**src/rtl/core/epcb_pkg.sv**
```systemverilog
// Package for the edge pixel coverage blend: widths, constants, case codes
// and the sideband structs carried through the divider pipelines. No dependencies.
`default_nettype none

package epcb_pkg;

    localparam int COLOR_W     = 16;
    localparam int GRAD_W      = 16;
    localparam int SLOPE_Q_W   = 16;   // slope quotient bits, Q4.12
    localparam int SLOPE_DIV_W = 16;   // |grad_y| up to 32768
    localparam int TRI_Q_W     = 17;   // triangle area quotient bits
    localparam int TRI_DIV_W   = 17;   // 2*m
    localparam int AREA_W      = 17;   // Q1.16, so 1.0 is representable

    localparam int SLOPE_BPS_DEF = 4;
    localparam int TRI_BPS_DEF   = 6;

    localparam logic [SLOPE_Q_W-1:0] SLOPE_MAX = 16'hFFFF;
    localparam logic [AREA_W-1:0]    ONE_Q16   = 17'h10000;

    typedef logic [2:0] t_kind;
    localparam t_kind KIND_NONE   = 3'd0;
    localparam t_kind KIND_CORNER = 3'd1;
    localparam t_kind KIND_TRAP   = 3'd2;
    localparam t_kind KIND_COMPL  = 3'd3;
    localparam t_kind KIND_FULL   = 3'd4;

    typedef struct packed {
        logic                      sat;
        logic signed [GRAD_W-1:0]  ofs;
        logic [COLOR_W-1:0]        below;
        logic [COLOR_W-1:0]        above;
    } t_front_side;

    typedef struct packed {
        t_kind               kind;
        logic                sat;
        logic [AREA_W-1:0]   trap;
        logic [COLOR_W-1:0]  below;
        logic [COLOR_W-1:0]  above;
    } t_tri_side;

endpackage

`default_nettype wire

```
**src/rtl/core/epcb_front.sv**
```systemverilog
// Input stage: magnitudes of the gradient and the slope divider operands.
// Depends on epcb_pkg.
`default_nettype none

module epcb_front
    import epcb_pkg::*;
(
    input  wire logic                        i_clk,
    input  wire logic                        i_rst_n,
    input  wire logic                        i_valid,
    input  wire logic signed [GRAD_W-1:0]    i_grad_x,
    input  wire logic signed [GRAD_W-1:0]    i_grad_y,
    input  wire logic signed [GRAD_W-1:0]    i_edge_offset,
    input  wire logic [COLOR_W-1:0]          i_color_below,
    input  wire logic [COLOR_W-1:0]          i_color_above,
    output logic                             o_valid,
    output logic [SLOPE_DIV_W-1:0]           o_rem,
    output logic [SLOPE_Q_W-1:0]             o_low,
    output logic [SLOPE_DIV_W-1:0]           o_div,
    output t_front_side                      o_side
);

    logic [GRAD_W-1:0] n_ax;
    logic [GRAD_W-1:0] n_ay;
    logic              n_sat;

    logic                   r_valid;
    logic [SLOPE_DIV_W-1:0] r_rem;
    logic [SLOPE_Q_W-1:0]   r_low;
    logic [SLOPE_DIV_W-1:0] r_div;
    t_front_side            r_side;

    always_comb begin
        n_ax  = i_grad_x[GRAD_W-1] ? ($unsigned(~i_grad_x) + 16'd1) : $unsigned(i_grad_x);
        n_ay  = i_grad_y[GRAD_W-1] ? ($unsigned(~i_grad_y) + 16'd1) : $unsigned(i_grad_y);
        // quotient overflows 16 bits once |gx| >= 16*|gy|
        n_sat = (n_ay == '0) || ({4'b0000, n_ax} >= {n_ay, 4'b0000});
    end

    always_ff @(posedge i_clk) begin
        if (!i_rst_n) begin
            r_valid <= 1'b0;
        end else begin
            r_valid <= i_valid;
        end
    end

    // dividend is |gx| << 12: top 12 bits seed the remainder
    always_ff @(posedge i_clk) begin
        r_rem        <= {4'b0000, n_ax[15:4]};
        r_low        <= {n_ax[3:0], 12'h000};
        r_div        <= n_ay;
        r_side.sat   <= n_sat;
        r_side.ofs   <= i_edge_offset;
        r_side.below <= i_color_below;
        r_side.above <= i_color_above;
    end

    assign o_valid = r_valid;
    assign o_rem   = r_rem;
    assign o_low   = r_low;
    assign o_div   = r_div;
    assign o_side  = r_side;

endmodule

`default_nettype wire

```
**src/rtl/core/epcb_divpipe.sv**
```systemverilog
// Pipelined restoring divider, BPS quotient bits per register stage, with a
// sideband vector carried alongside. Depends on epcb_pkg.
`default_nettype none

module epcb_divpipe
    import epcb_pkg::*;
#(
    parameter int D_W    = SLOPE_DIV_W,
    parameter int Q_W    = SLOPE_Q_W,
    parameter int BPS    = SLOPE_BPS_DEF,
    parameter int SIDE_W = 1
) (
    input  wire logic              i_clk,
    input  wire logic              i_rst_n,
    input  wire logic              i_valid,
    input  wire logic [D_W-1:0]    i_rem,
    input  wire logic [Q_W-1:0]    i_low,
    input  wire logic [D_W-1:0]    i_div,
    input  wire logic [SIDE_W-1:0] i_side,
    output logic                   o_valid,
    output logic [Q_W-1:0]         o_quo,
    output logic [SIDE_W-1:0]      o_side
);

    localparam int NSTG = (Q_W + BPS - 1) / BPS;

    logic              r_valid [NSTG];
    logic [D_W-1:0]    r_rem   [NSTG];
    logic [D_W-1:0]    r_div   [NSTG];
    logic [Q_W-1:0]    r_low   [NSTG];
    logic [Q_W-1:0]    r_quo   [NSTG];
    logic [SIDE_W-1:0] r_side  [NSTG];

    for (genvar s = 0; s < NSTG; s++) begin : g_stage
        logic              s_valid;
        logic [D_W-1:0]    s_rem;
        logic [D_W-1:0]    s_div;
        logic [Q_W-1:0]    s_low;
        logic [Q_W-1:0]    s_quo;
        logic [SIDE_W-1:0] s_side;
        logic [D_W-1:0]    n_rem;
        logic [Q_W-1:0]    n_low;
        logic [Q_W-1:0]    n_quo;
        logic [D_W:0]      trial;
        logic [D_W:0]      diff;

        if (s == 0) begin : g_head
            assign s_valid = i_valid;
            assign s_rem   = i_rem;
            assign s_div   = i_div;
            assign s_low   = i_low;
            assign s_quo   = '0;
            assign s_side  = i_side;
        end else begin : g_body
            assign s_valid = r_valid[s-1];
            assign s_rem   = r_rem[s-1];
            assign s_div   = r_div[s-1];
            assign s_low   = r_low[s-1];
            assign s_quo   = r_quo[s-1];
            assign s_side  = r_side[s-1];
        end

        // shift in the next dividend bit, subtract when it fits
        always_comb begin
            n_rem = s_rem;
            n_low = s_low;
            n_quo = s_quo;
            trial = '0;
            diff  = '0;
            for (int j = 0; j < BPS; j++) begin
                if (s * BPS + j < Q_W) begin
                    trial = {n_rem, n_low[Q_W-1]};
                    diff  = trial - {1'b0, s_div};
                    n_low = n_low << 1;
                    if (trial >= {1'b0, s_div}) begin
                        n_rem = diff[D_W-1:0];
                        n_quo = {n_quo[Q_W-2:0], 1'b1};
                    end else begin
                        n_rem = trial[D_W-1:0];
                        n_quo = {n_quo[Q_W-2:0], 1'b0};
                    end
                end
            end
        end

        always_ff @(posedge i_clk) begin
            if (!i_rst_n) begin
                r_valid[s] <= 1'b0;
            end else begin
                r_valid[s] <= s_valid;
            end
        end

        always_ff @(posedge i_clk) begin
            r_rem[s]  <= n_rem;
            r_div[s]  <= s_div;
            r_low[s]  <= n_low;
            r_quo[s]  <= n_quo;
            r_side[s] <= s_side;
        end
    end

    assign o_valid = r_valid[NSTG-1];
    assign o_quo   = r_quo[NSTG-1];
    assign o_side  = r_side[NSTG-1];

endmodule

`default_nettype wire

```
**src/rtl/core/epcb_area.sv**
```systemverilog
// Edge crossing classification, trapezoid area, and the triangle area
// divider operands (4*s^2 + m over 2*m) over three stages. Depends on epcb_pkg.
`default_nettype none

module epcb_area
    import epcb_pkg::*;
(
    input  wire logic                  i_clk,
    input  wire logic                  i_rst_n,
    input  wire logic                  i_valid,
    input  wire logic [SLOPE_Q_W-1:0]  i_quo,
    input  wire t_front_side           i_side,
    output logic                       o_valid,
    output logic [TRI_DIV_W-1:0]       o_rem,
    output logic [TRI_Q_W-1:0]         o_low,
    output logic [TRI_DIV_W-1:0]       o_div,
    output t_tri_side                  o_side
);

    localparam logic signed [18:0] HALF_Q13     = 19'sd4096;
    localparam logic signed [18:0] NEG_HALF_Q13 = -19'sd4096;
    localparam logic signed [20:0] TRAP_BASE    = 21'sd32768;
    localparam logic signed [20:0] TRAP_TOP     = 21'sd65536;

    // classify
    logic [SLOPE_Q_W-1:0] n_m;
    logic signed [18:0]   n_d2;
    logic signed [18:0]   n_mz;
    logic signed [18:0]   n_y1;
    logic signed [18:0]   n_y2;
    logic signed [18:0]   n_cs;
    logic signed [18:0]   n_ts;
    logic signed [20:0]   n_d16;
    logic signed [20:0]   n_a;
    t_kind                n_kind;
    logic [17:0]          n_s;
    logic [AREA_W-1:0]    n_trap;

    logic                 r1_valid;
    t_kind                r1_kind;
    logic [17:0]          r1_s;
    logic [SLOPE_Q_W-1:0] r1_m;
    logic [AREA_W-1:0]    r1_trap;
    logic [COLOR_W-1:0]   r1_below;
    logic [COLOR_W-1:0]   r1_above;

    logic                 r2_valid;
    t_kind                r2_kind;
    logic [35:0]          r2_sq;
    logic [SLOPE_Q_W-1:0] r2_m;
    logic [AREA_W-1:0]    r2_trap;
    logic [COLOR_W-1:0]   r2_below;
    logic [COLOR_W-1:0]   r2_above;

    logic [37:0]          n_num;
    logic                 n_sat;

    logic                 r3_valid;
    logic [TRI_DIV_W-1:0] r3_rem;
    logic [TRI_Q_W-1:0]   r3_low;
    logic [TRI_DIV_W-1:0] r3_div;
    t_tri_side            r3_side;

    always_comb begin
        n_m   = i_side.sat ? SLOPE_MAX : i_quo;
        n_d2  = {{2{i_side.ofs[15]}}, i_side.ofs, 1'b0};
        n_mz  = $signed({3'b000, n_m});
        n_y1  = n_d2 + n_mz;
        n_y2  = n_d2 - n_mz;
        n_cs  = HALF_Q13 - n_y2;
        n_ts  = n_y1 + HALF_Q13;
        if (n_y2 > HALF_Q13) begin
            n_kind = KIND_NONE;
        end else if (n_y1 > HALF_Q13) begin
            n_kind = KIND_CORNER;
        end else if (n_y2 > NEG_HALF_Q13) begin
            n_kind = KIND_TRAP;
        end else if (n_y1 > NEG_HALF_Q13) begin
            n_kind = KIND_COMPL;
        end else begin
            n_kind = KIND_FULL;
        end
        n_s = (n_kind == KIND_CORNER) ? n_cs[17:0] : n_ts[17:0];

        // trapezoid: 0.5 - d, clamped to the unit range
        n_d16 = {i_side.ofs[15], i_side.ofs, 4'b0000};
        n_a   = TRAP_BASE - n_d16;
        if (n_a < 0) begin
            n_trap = '0;
        end else if (n_a > TRAP_TOP) begin
            n_trap = ONE_Q16;
        end else begin
            n_trap = n_a[16:0];
        end
    end

    always_comb begin
        n_num = {r2_sq, 2'b00} + {22'd0, r2_m};
        n_sat = (r2_m == '0) || (n_num[37:17] >= {4'b0000, r2_m, 1'b0});
    end

    always_ff @(posedge i_clk) begin
        if (!i_rst_n) begin
            r1_valid <= 1'b0;
            r2_valid <= 1'b0;
            r3_valid <= 1'b0;
        end else begin
            r1_valid <= i_valid;
            r2_valid <= r1_valid;
            r3_valid <= r2_valid;
        end
    end

    always_ff @(posedge i_clk) begin
        r1_kind  <= n_kind;
        r1_s     <= n_s;
        r1_m     <= n_m;
        r1_trap  <= n_trap;
        r1_below <= i_side.below;
        r1_above <= i_side.above;

        r2_kind  <= r1_kind;
        r2_sq    <= r1_s * r1_s;
        r2_m     <= r1_m;
        r2_trap  <= r1_trap;
        r2_below <= r1_below;
        r2_above <= r1_above;

        // remainder seed fits 17 bits whenever the quotient does not overflow
        r3_rem        <= n_num[33:17];
        r3_low        <= n_num[16:0];
        r3_div        <= {r2_m, 1'b0};
        r3_side.kind  <= r2_kind;
        r3_side.sat   <= n_sat;
        r3_side.trap  <= r2_trap;
        r3_side.below <= r2_below;
        r3_side.above <= r2_above;
    end

    assign o_valid = r3_valid;
    assign o_rem   = r3_rem;
    assign o_low   = r3_low;
    assign o_div   = r3_div;
    assign o_side  = r3_side;

endmodule

`default_nettype wire

```
**src/rtl/core/epcb_blend.sv**
```systemverilog
// Final area selection and the rounded two-color blend over three stages.
// Depends on epcb_pkg.
`default_nettype none

module epcb_blend
    import epcb_pkg::*;
(
    input  wire logic                i_clk,
    input  wire logic                i_rst_n,
    input  wire logic                i_valid,
    input  wire logic [TRI_Q_W-1:0]  i_quo,
    input  wire t_tri_side           i_side,
    output logic                     o_valid,
    output logic [COLOR_W-1:0]       o_color
);

    logic [AREA_W-1:0]  n_tri;
    logic [AREA_W-1:0]  n_area;
    logic [AREA_W-1:0]  n_inv;
    logic [33:0]        n_sum;

    logic               r0_valid;
    logic [AREA_W-1:0]  r0_area;
    logic [COLOR_W-1:0] r0_below;
    logic [COLOR_W-1:0] r0_above;

    logic               r1_valid;
    logic [32:0]        r1_pa;
    logic [32:0]        r1_pb;

    logic               r2_valid;
    logic [COLOR_W-1:0] r2_color;

    always_comb begin
        n_tri = (i_side.sat || (i_quo > ONE_Q16)) ? ONE_Q16 : i_quo;
        case (i_side.kind)
            KIND_NONE:   n_area = '0;
            KIND_CORNER: n_area = n_tri;
            KIND_TRAP:   n_area = i_side.trap;
            KIND_COMPL:  n_area = ONE_Q16 - n_tri;
            KIND_FULL:   n_area = ONE_Q16;
            default:     n_area = ONE_Q16;
        endcase
    end

    always_comb begin
        n_inv = ONE_Q16 - r0_area;
        n_sum = {1'b0, r1_pa} + {1'b0, r1_pb} + 34'd32768;
    end

    always_ff @(posedge i_clk) begin
        if (!i_rst_n) begin
            r0_valid <= 1'b0;
            r1_valid <= 1'b0;
            r2_valid <= 1'b0;
        end else begin
            r0_valid <= i_valid;
            r1_valid <= r0_valid;
            r2_valid <= r1_valid;
        end
    end

    always_ff @(posedge i_clk) begin
        r0_area  <= n_area;
        r0_below <= i_side.below;
        r0_above <= i_side.above;
        r1_pa    <= r0_area * r0_below;
        r1_pb    <= n_inv * r0_above;
        r2_color <= n_sum[31:16];
    end

    assign o_valid = r2_valid;
    assign o_color = r2_color;

endmodule

`default_nettype wire

```
**src/rtl/core/edge_pixel_coverage_blend.sv**
```systemverilog
// Top level of the edge pixel coverage blend pipeline.
// Depends on epcb_pkg, epcb_front, epcb_divpipe, epcb_area, epcb_blend.
//
//  channel  | ports                                        | handshake
//  ---------+----------------------------------------------+----------------------
//  input    | i_grad_x i_grad_y i_edge_offset              | start, busy
//           | i_color_below i_color_above                  |
//  result   | o_pixel_color                                | o_strobe (one cycle)
//
// One transaction per cycle; busy stays low. Each one passes the front register,
// the slope divider pipeline, the area stages, the triangle area divider pipeline
// and the blend stages; both dividers are restoring divider pipelines.
// Synchronous active-low reset clears only the valid bits.
// The receiver cannot stall; each result shows for exactly one cycle.
`default_nettype none

module edge_pixel_coverage_blend
    import epcb_pkg::*;
#(
    parameter int SLOPE_BPS = SLOPE_BPS_DEF,
    parameter int TRI_BPS   = TRI_BPS_DEF
) (
    input  wire logic                      i_clk,
    input  wire logic                      i_rst_n,
    input  wire logic                      start,
    output logic                           busy,
    input  wire logic signed [GRAD_W-1:0]  i_grad_x,
    input  wire logic signed [GRAD_W-1:0]  i_grad_y,
    input  wire logic signed [GRAD_W-1:0]  i_edge_offset,
    input  wire logic [COLOR_W-1:0]        i_color_below,
    input  wire logic [COLOR_W-1:0]        i_color_above,
    output logic                           o_strobe,
    output logic [COLOR_W-1:0]             o_pixel_color
);

    localparam int FRONT_SIDE_W = $bits(t_front_side);
    localparam int TRI_SIDE_W   = $bits(t_tri_side);

    logic                    fr_valid;
    logic [SLOPE_DIV_W-1:0]  fr_rem;
    logic [SLOPE_Q_W-1:0]    fr_low;
    logic [SLOPE_DIV_W-1:0]  fr_div;
    t_front_side             fr_side;

    logic                    sd_valid;
    logic [SLOPE_Q_W-1:0]    sd_quo;
    logic [FRONT_SIDE_W-1:0] sd_side_vec;
    t_front_side             sd_side;

    logic                    ar_valid;
    logic [TRI_DIV_W-1:0]    ar_rem;
    logic [TRI_Q_W-1:0]      ar_low;
    logic [TRI_DIV_W-1:0]    ar_div;
    t_tri_side               ar_side;

    logic                    td_valid;
    logic [TRI_Q_W-1:0]      td_quo;
    logic [TRI_SIDE_W-1:0]   td_side_vec;
    t_tri_side               td_side;

    assign busy = 1'b0;

    epcb_front u_front (
        .i_clk         (i_clk),
        .i_rst_n       (i_rst_n),
        .i_valid       (start),
        .i_grad_x      (i_grad_x),
        .i_grad_y      (i_grad_y),
        .i_edge_offset (i_edge_offset),
        .i_color_below (i_color_below),
        .i_color_above (i_color_above),
        .o_valid       (fr_valid),
        .o_rem         (fr_rem),
        .o_low         (fr_low),
        .o_div         (fr_div),
        .o_side        (fr_side)
    );

    epcb_divpipe #(
        .D_W    (SLOPE_DIV_W),
        .Q_W    (SLOPE_Q_W),
        .BPS    (SLOPE_BPS),
        .SIDE_W (FRONT_SIDE_W)
    ) u_slope_div (
        .i_clk   (i_clk),
        .i_rst_n (i_rst_n),
        .i_valid (fr_valid),
        .i_rem   (fr_rem),
        .i_low   (fr_low),
        .i_div   (fr_div),
        .i_side  (fr_side),
        .o_valid (sd_valid),
        .o_quo   (sd_quo),
        .o_side  (sd_side_vec)
    );

    assign sd_side = t_front_side'(sd_side_vec);

    epcb_area u_area (
        .i_clk   (i_clk),
        .i_rst_n (i_rst_n),
        .i_valid (sd_valid),
        .i_quo   (sd_quo),
        .i_side  (sd_side),
        .o_valid (ar_valid),
        .o_rem   (ar_rem),
        .o_low   (ar_low),
        .o_div   (ar_div),
        .o_side  (ar_side)
    );

    epcb_divpipe #(
        .D_W    (TRI_DIV_W),
        .Q_W    (TRI_Q_W),
        .BPS    (TRI_BPS),
        .SIDE_W (TRI_SIDE_W)
    ) u_tri_div (
        .i_clk   (i_clk),
        .i_rst_n (i_rst_n),
        .i_valid (ar_valid),
        .i_rem   (ar_rem),
        .i_low   (ar_low),
        .i_div   (ar_div),
        .i_side  (ar_side),
        .o_valid (td_valid),
        .o_quo   (td_quo),
        .o_side  (td_side_vec)
    );

    assign td_side = t_tri_side'(td_side_vec);

    epcb_blend u_blend (
        .i_clk   (i_clk),
        .i_rst_n (i_rst_n),
        .i_valid (td_valid),
        .i_quo   (td_quo),
        .i_side  (td_side),
        .o_valid (o_strobe),
        .o_color (o_pixel_color)
    );

endmodule

`default_nettype wire

```
**config.mk**
```make
export PLATFORM = sky130hd
export DESIGN_NAME = edge_pixel_coverage_blend
export DESIGN_NICKNAME = d
export VERILOG_FILES = /design/src/rtl/core/epcb_pkg.sv /design/src/rtl/core/epcb_front.sv /design/src/rtl/core/epcb_divpipe.sv /design/src/rtl/core/epcb_area.sv /design/src/rtl/core/epcb_blend.sv /design/src/rtl/core/edge_pixel_coverage_blend.sv
export SDC_FILE = /design/constraint.sdc
export NUM_CORES = 2
export LEC_CHECK = 0
export BUFFER_PORTS_ARGS = -buffer_cell sky130_fd_sc_hd__buf_2
export CORE_MARGIN = 3
export CORE_UTILIZATION = 48
export DETAILED_ROUTE_END_ITERATION = 6
export PLACE_DENSITY_LB_ADDON = 0.12
export SLEW_MARGIN = 20
export SYNTH_ARGS = -nofsm -noshare
export SYNTH_HDL_FRONTEND = slang
export SYNTH_SLANG_ARGS = --single-unit
export TNS_END_PERCENT = 10
```
**constraint.sdc**
```tcl
create_clock -name i_clk -period 15.7 [get_ports i_clk]
set_input_delay 2.355 -clock i_clk [delete_from_list [all_inputs] [get_ports i_clk]]
set_output_delay 2.355 -clock i_clk [all_outputs]
set_load 0.01 [all_outputs]
```
# Word-level counts from Yosys, hierarchy flattened

Memories as Yosys holds them, arrays and structs flattened. A register that Yosys moved wholly into a read port is not among the register bits.
Cells that the tools add are included.

Memory bits (writable): 791
Register bits after elaboration: 508
Input bits: 83
Output and inout bits: 18
Word-level logic and storage cells: 249
Memories kept: 12
Bits in latches: 0
Bits in read-only memories: 0

Memories:

| memory             | depth | width | read ports | clocked after memory_dff | wr ports | RTL line           | source |
|---|---|---|---|---|---|---|---|
| u_slope_div.r_side | 4     | 49    | 4          | 0                        | 4        | epcb_divpipe.sv:32 | `logic [SIDE_W-1:0] r_side [NSTG];` |
| u_tri_div.r_side   | 3     | 53    | 3          | 0                        | 3        | epcb_divpipe.sv:32 |  |
| u_slope_div.r_div  | 4     | 16    | 3          | 0                        | 4        | epcb_divpipe.sv:29 | `logic [D_W-1:0] r_div [NSTG];` |
| u_slope_div.r_quo  | 4     | 16    | 4          | 0                        | 4        | epcb_divpipe.sv:31 | `logic [Q_W-1:0] r_quo [NSTG];` |
| u_slope_div.r_rem  | 4     | 16    | 3          | 0                        | 4        | epcb_divpipe.sv:28 | `logic [D_W-1:0] r_rem [NSTG];` |
| u_tri_div.r_div    | 3     | 17    | 2          | 0                        | 3        | epcb_divpipe.sv:29 |  |
| 6 more memories    | -     | -     | -          | -                        | -        | -                  |  |

Shift operators: 0
Eq/ne operators: 4
Multiplexer cells: 86
Divide/modulo/power cells: 0
Reduce and logical (&&, ||, !) cells: 9
Bitwise operators: 9
$lt $le $gt $ge: 42
Add/sub/neg operators: 45
Multiply operators: 3

Operators with widths:

| cell                                                            | count |
|---|---|
| two-way mux 17 bit                                              | 19 |
| greater-or-equal comparator 18 x 17 -> 1 bit                    | 17 |
| two-way mux 16 bit                                              | 19 |
| subtractor 17 bit                                               | 17 |
| greater-or-equal comparator 17 x 16 -> 1 bit                    | 15 |
| subtractor 16 bit                                               | 15 |
| case mux 17 bit (4 select lines)                                | 1 |
| multiplier 17 x 16 -> 32 bit                                    | 2 |
| two-way mux 1 bit                                               | 42 |
| adder 38 x 16 -> 38 bit                                         | 1 |
| greater-than comparator 18 x 13 -> 1 bit, second input constant | 2 |
| greater-than comparator 18 x 14 -> 1 bit, second input constant | 2 |
| multiplier 18 x 18 -> 36 bit                                    | 1 |
| subtractor 17 bit, first input constant                         | 2 |
| adder 16 x 1 -> 16 bit, second input constant                   | 2 |
| adder 32 x 16 -> 32 bit, second input constant                  | 1 |
| adder 32 bit                                                    | 1 |
| zero test 16 bit                                                | 2 |
| NOT 16 bit                                                      | 2 |
| greater-or-equal comparator 21 x 17 -> 1 bit                    | 1 |
| greater-than comparator 21 x 18 -> 1 bit, second input constant | 1 |
| less-than comparator 21 x 1 -> 1 bit, second input constant     | 1 |
| subtractor 17 x 20 -> 21 bit, first input constant              | 1 |
| greater-or-equal comparator 16 x 20 -> 1 bit                    | 1 |
| other kinds (16)                                                | 30 |

# Longest topological paths before layout

An unclocked memory read counts as a cell.

Depth in word-level cells: 13
Gate-level depth with buffers: 77
Gate-level depth less buffers: 73

# Modules after synthesis

From an unflattened synthesis, not the netlist that was laid out.

Cells, all modules: 9635
Area, all modules: 88494.9 sq um

Modules (own cells, without submodules):

| module                      | cells an instance | times used | area an instance (sq um) | sequential area each (sq um) |
|---|---|---|---|---|
| epcb_blend                  | 2552              | 1          | 22889.5                  | 2642.5 |
| epcb_divpipe at u_tri_div   | 2540              | 1          | 21770.9                  | 5625.4 |
| epcb_divpipe at u_slope_div | 2318              | 1          | 21652.0                  | 7206.9 |
| epcb_area                   | 1982              | 1          | 19377.3                  | 5585.4 |
| epcb_front                  | 241               | 1          | 2793.9                   | 1641.6 |
| edge_pixel_coverage_blend   | 2                 | 1          | 11.3                     | 0.0 |

# Worst setup path after synthesis

No wires, ideal clock.

Path kind: register to register
Start point: reg u_area.o_low[1] (netlist name)
End point: mem u_tri_div.r_rem[0][14] in the netlist's numbering
Stages on the path, launching flop included: 77
Period minus slack after synthesis: 16.180 ns
Path buffers: 9
Required time: 15.566 ns
Library setup time: 0.134 ns
Slack: -0.480 ns
Arrival: 16.046 ns
Cells stage by stage: dfxtp_1 -> inv_1 -> ha_1 -> nor2b_1 -> o31a_1 -> o31ai_1 -> o21ai_0 -> or2_2 -> clkbuf_1 -> clkbuf_1 -> clkbuf_1 -> nand2_1 -> o21ai_0 -> inv_1 -> ha_1 -> a21oi_1 -> o221ai_1 -> a2111oi_0 -> [41 not listed] -> a21oi_1 -> o211ai_2 -> clkbuf_1 -> a21oi_1 -> ha_1 -> nor2b_1 -> o21ai_0 -> a21oi_1 -> o21ai_0 -> a21boi_0 -> o21ai_0 -> a31oi_1 -> o311ai_0 -> nand2_1 -> nor2_1 -> mux2_2 -> buf_2 -> o221ai_1

RTL lines:

| item      | RTL line |
|---|---|
| to (decl) | epcb_divpipe.sv:28 |

==> summary.txt <==
STA
  – Fmax: 67.8 MHz
  – TNS Setup: 0 ns
  – Worst slew pin tran: 1.11 ns
  – Final period util: 94.0%
  – Hold slack: roughly 0.27 ns
  – Slew headroom: about a quarter
  – Fin. max-slew vios: 0
  – RSZ-0062 raised after global routing: true
  – Final Setup Violations: 0
  – Clock Skew: 0.0662 ns
  – Final hold violation count: 0
  – Min Tclk post-route: approximately 15 ns

Synthesis
  – Netlist cell types: 95
  – Top_reg_cell synth: dfxtp_1
  – Net Count, Synth: between 10000 and 15000
  – Cells after Synth: about 9200
  – Cell type with the largest total area after synthesis: dfxtp_1
  – Synth Warn #: 0
  – Syn avg cell area: 9.15 sq um
  – Top cells by area, synth: dfxtp_1 26%, fa_1 16%, ha_1 14%
  – Synthesis-stage register bit count: between 1000 and 1500
  – Async SR Flop Fraction: 0%
  – Cell area after synthesis: 83900 sq um
  – Area share of the largest cell type after synthesis: 26.1%
  – Sequential cell area fraction in the yosys report: a little over a quarter
  – EDFF count, synth: 0

Finish
  – Design Area, Final: slightly above 90000 sq um
  – Commonest non-fill, non-tap cell in the layout: inv_1
  – Commonest non-fill, non-tap cells in the layout: 1175 x inv_1, 1092 x dfxtp_1, 970 x ha_1
  – Share of cells above drive strength 1: a little under a tenth
  – Nets: 11000
  – # fillers: 16000
  – Area of the multi-input gates: 57000 sq um
  – Register area: 21900 sq um
  – Area Growth Syn to Fin: 9.65%

Global routing
  – Antenna violations before repair: 6
  – Pin count of the biggest net entering global routing: 35
  – Number of global-route vias before repair: approximately 65000
  – Grt total ovfl: 0
  – All-Layer GR Usage: between 20% and 30%
  – First-pass GRT wire length: around 350000 microns

Worst setup path
  – Worst path max stage delay: about 0.49 ns
  – CP top delay family: compound AO/OA/AOI/OAI gates
  – Critical Path RT: between 15 and 20 ns
  – Crit-path max FO: 22
  – CP max-delay cell: or3_4
  – CP arrival: ~15 ns
  – Buf/Inv on CP: 9
  – Setup crit end kind: flip-flop
  – CP dominant cell by count: o21ai_0
  – CP Class: flip-flop to flip-flop
  – CP startpoint kind: flip-flop

Clock network
  – CTS tree: done
  – H-tree depth: 3
  – Clock Latency Late Sink: ~0.8 ns
  – Clock-pin slew on the worst setup and hold paths: around 0.070 ns
  – CTS root buffer: clkbuf_16
  – CTS buffer count: 117
  – Clock buffer depth: 3
  – Clock sinks: approximately 1100
  – Hold_buf cts: 0

Floorplan
  – Die Y-Extent: approximately 420 microns
  – Core box area: 173000 sq um
  – Die footprint: approximately 180000 sq um
  – Io pins: between 100 and 150
  – Row cnt: 152
  – Initial core utilization: between 40% and 50%
  – Die Wd: roughly 420 microns

Run
  – Max-cap viol count: 0

Routing
  – Vias per inst: between 5 and 6
  – Residual DRC: 0
  – Antenna Nets Post-Route: 0
  – Vias post-DR: 64100
  – Routed length per instance: about 19 microns
  – Initial DRC Count: 3650
  – Drt first pass iters: 6
  – DRT Wirelength: ~220000 microns

Placed design
  – Placer congestion estimate: 0.902
  – DP Area: 87500 sq um
  – Port Buffers: 99
  – HPWL after DPL: ~180000 microns

Min path
  – HP Class: flip-flop to flip-flop

Status
  – Status: finished, final reports clean
timing repair:
action / CTS / global route
setup buffers: 0 / 7
gates resized for setup: 1 / 49
endpoints found under the hold margin: 0 / 0
setup endpoints to repair: 16 / 35
pin swaps: 0 / 6
gates cloned: 0 / 1
layer usage:
layer	part of all wire (%)	global-route usage, %
met1	45	32.1
met2	47	41.6
met3	4.0	2.51
met4	3.3	7.80
met5	0	0
synth_stat cells (111+ instances only):
master    instances
a21oi_1         458
and2_1          292
o21a_1          111
inv_1          1176
fa_1            656
xor2_1          182
dfxtp_1        1092
a21o_1          177
nand3_1         152
nand2_1         816
mux2_2          253
clkbuf_1        172
ha_1            971
nor2_1          500
xnor2_1         366
nor3_1          163
o21ai_0         367
cell families after synthesis:
group | Yosys count | synth area share (%)
AND/OR/NAND/NOR | 2506 | 14.5
flip-flops | 1092 | 26.1
other | 1 | 0.00447
XOR/XNOR | 548 | 5.72
multiplexers | 302 | 4.04
adder cells (fa/ha/maj) | 1627 | 30.1
AO/OA/AOI/OAI | 1701 | 13.2
buffers and inverters | 1392 | 6.26
metrics by stage:
stage                     instances  worst slack (ns)  utilization, %
after floorplan                9169            0.0474               -
after global placement        11500             0.261            50.7
after detailed placement      11500           -0.0583            50.7
after CTS                     11700           0.00774            53.1
after global routing          11700            -0.193            53.2
final                         11700             0.944            53.2
state kept, by name, indices dropped and copies added, names as in the netlist, 34 cells and up:
register / cells
u_area.o_side: 49
u_area.r2_sq: 35
u_front.o_side: 49
u_slope_div.r_div: 48
u_slope_div.r_quo: 40
u_slope_div.r_rem: 48
u_slope_div.r_side: 196
u_tri_div.r_quo: 35
u_tri_div.r_rem: 34
u_tri_div.r_side: 147
layout make-up:
class / count / share of cell area [%]
clock inverters: 76 / 1.05
flip-flops and latches: 1092 / 23.8
diodes: 4 / 0.0109
multi-input cells: 6686 / 62.0
repair buffers: 234 / 1.67
clock buffers: 145 / 3.49
well taps: 2310 / 3.14
inverters: 1189 / 4.86
path summary, 6_finish.rpt:
check                                         start                           endpoint  slack (ns)  cells past startpoint
setup / recovery           u_area.o_div[13]$_DFF_P_     u_tri_div.r_rem[0][15]$_DFF_P_        0.94                     68
setup reg to reg           u_area.o_div[13]$_DFF_P_     u_tri_div.r_rem[0][15]$_DFF_P_        0.94                     68
hold / removal    u_slope_div.r_side[0][19]$_DFF_P_  u_slope_div.r_side[1][19]$_DFF_P_        0.27                      0
hold reg to reg   u_slope_div.r_side[0][19]$_DFF_P_  u_slope_div.r_side[1][19]$_DFF_P_        0.27                      0
Power is not shown: default switching activity piles up to over one toggle a cycle in this logic, so the estimate is an artifact.
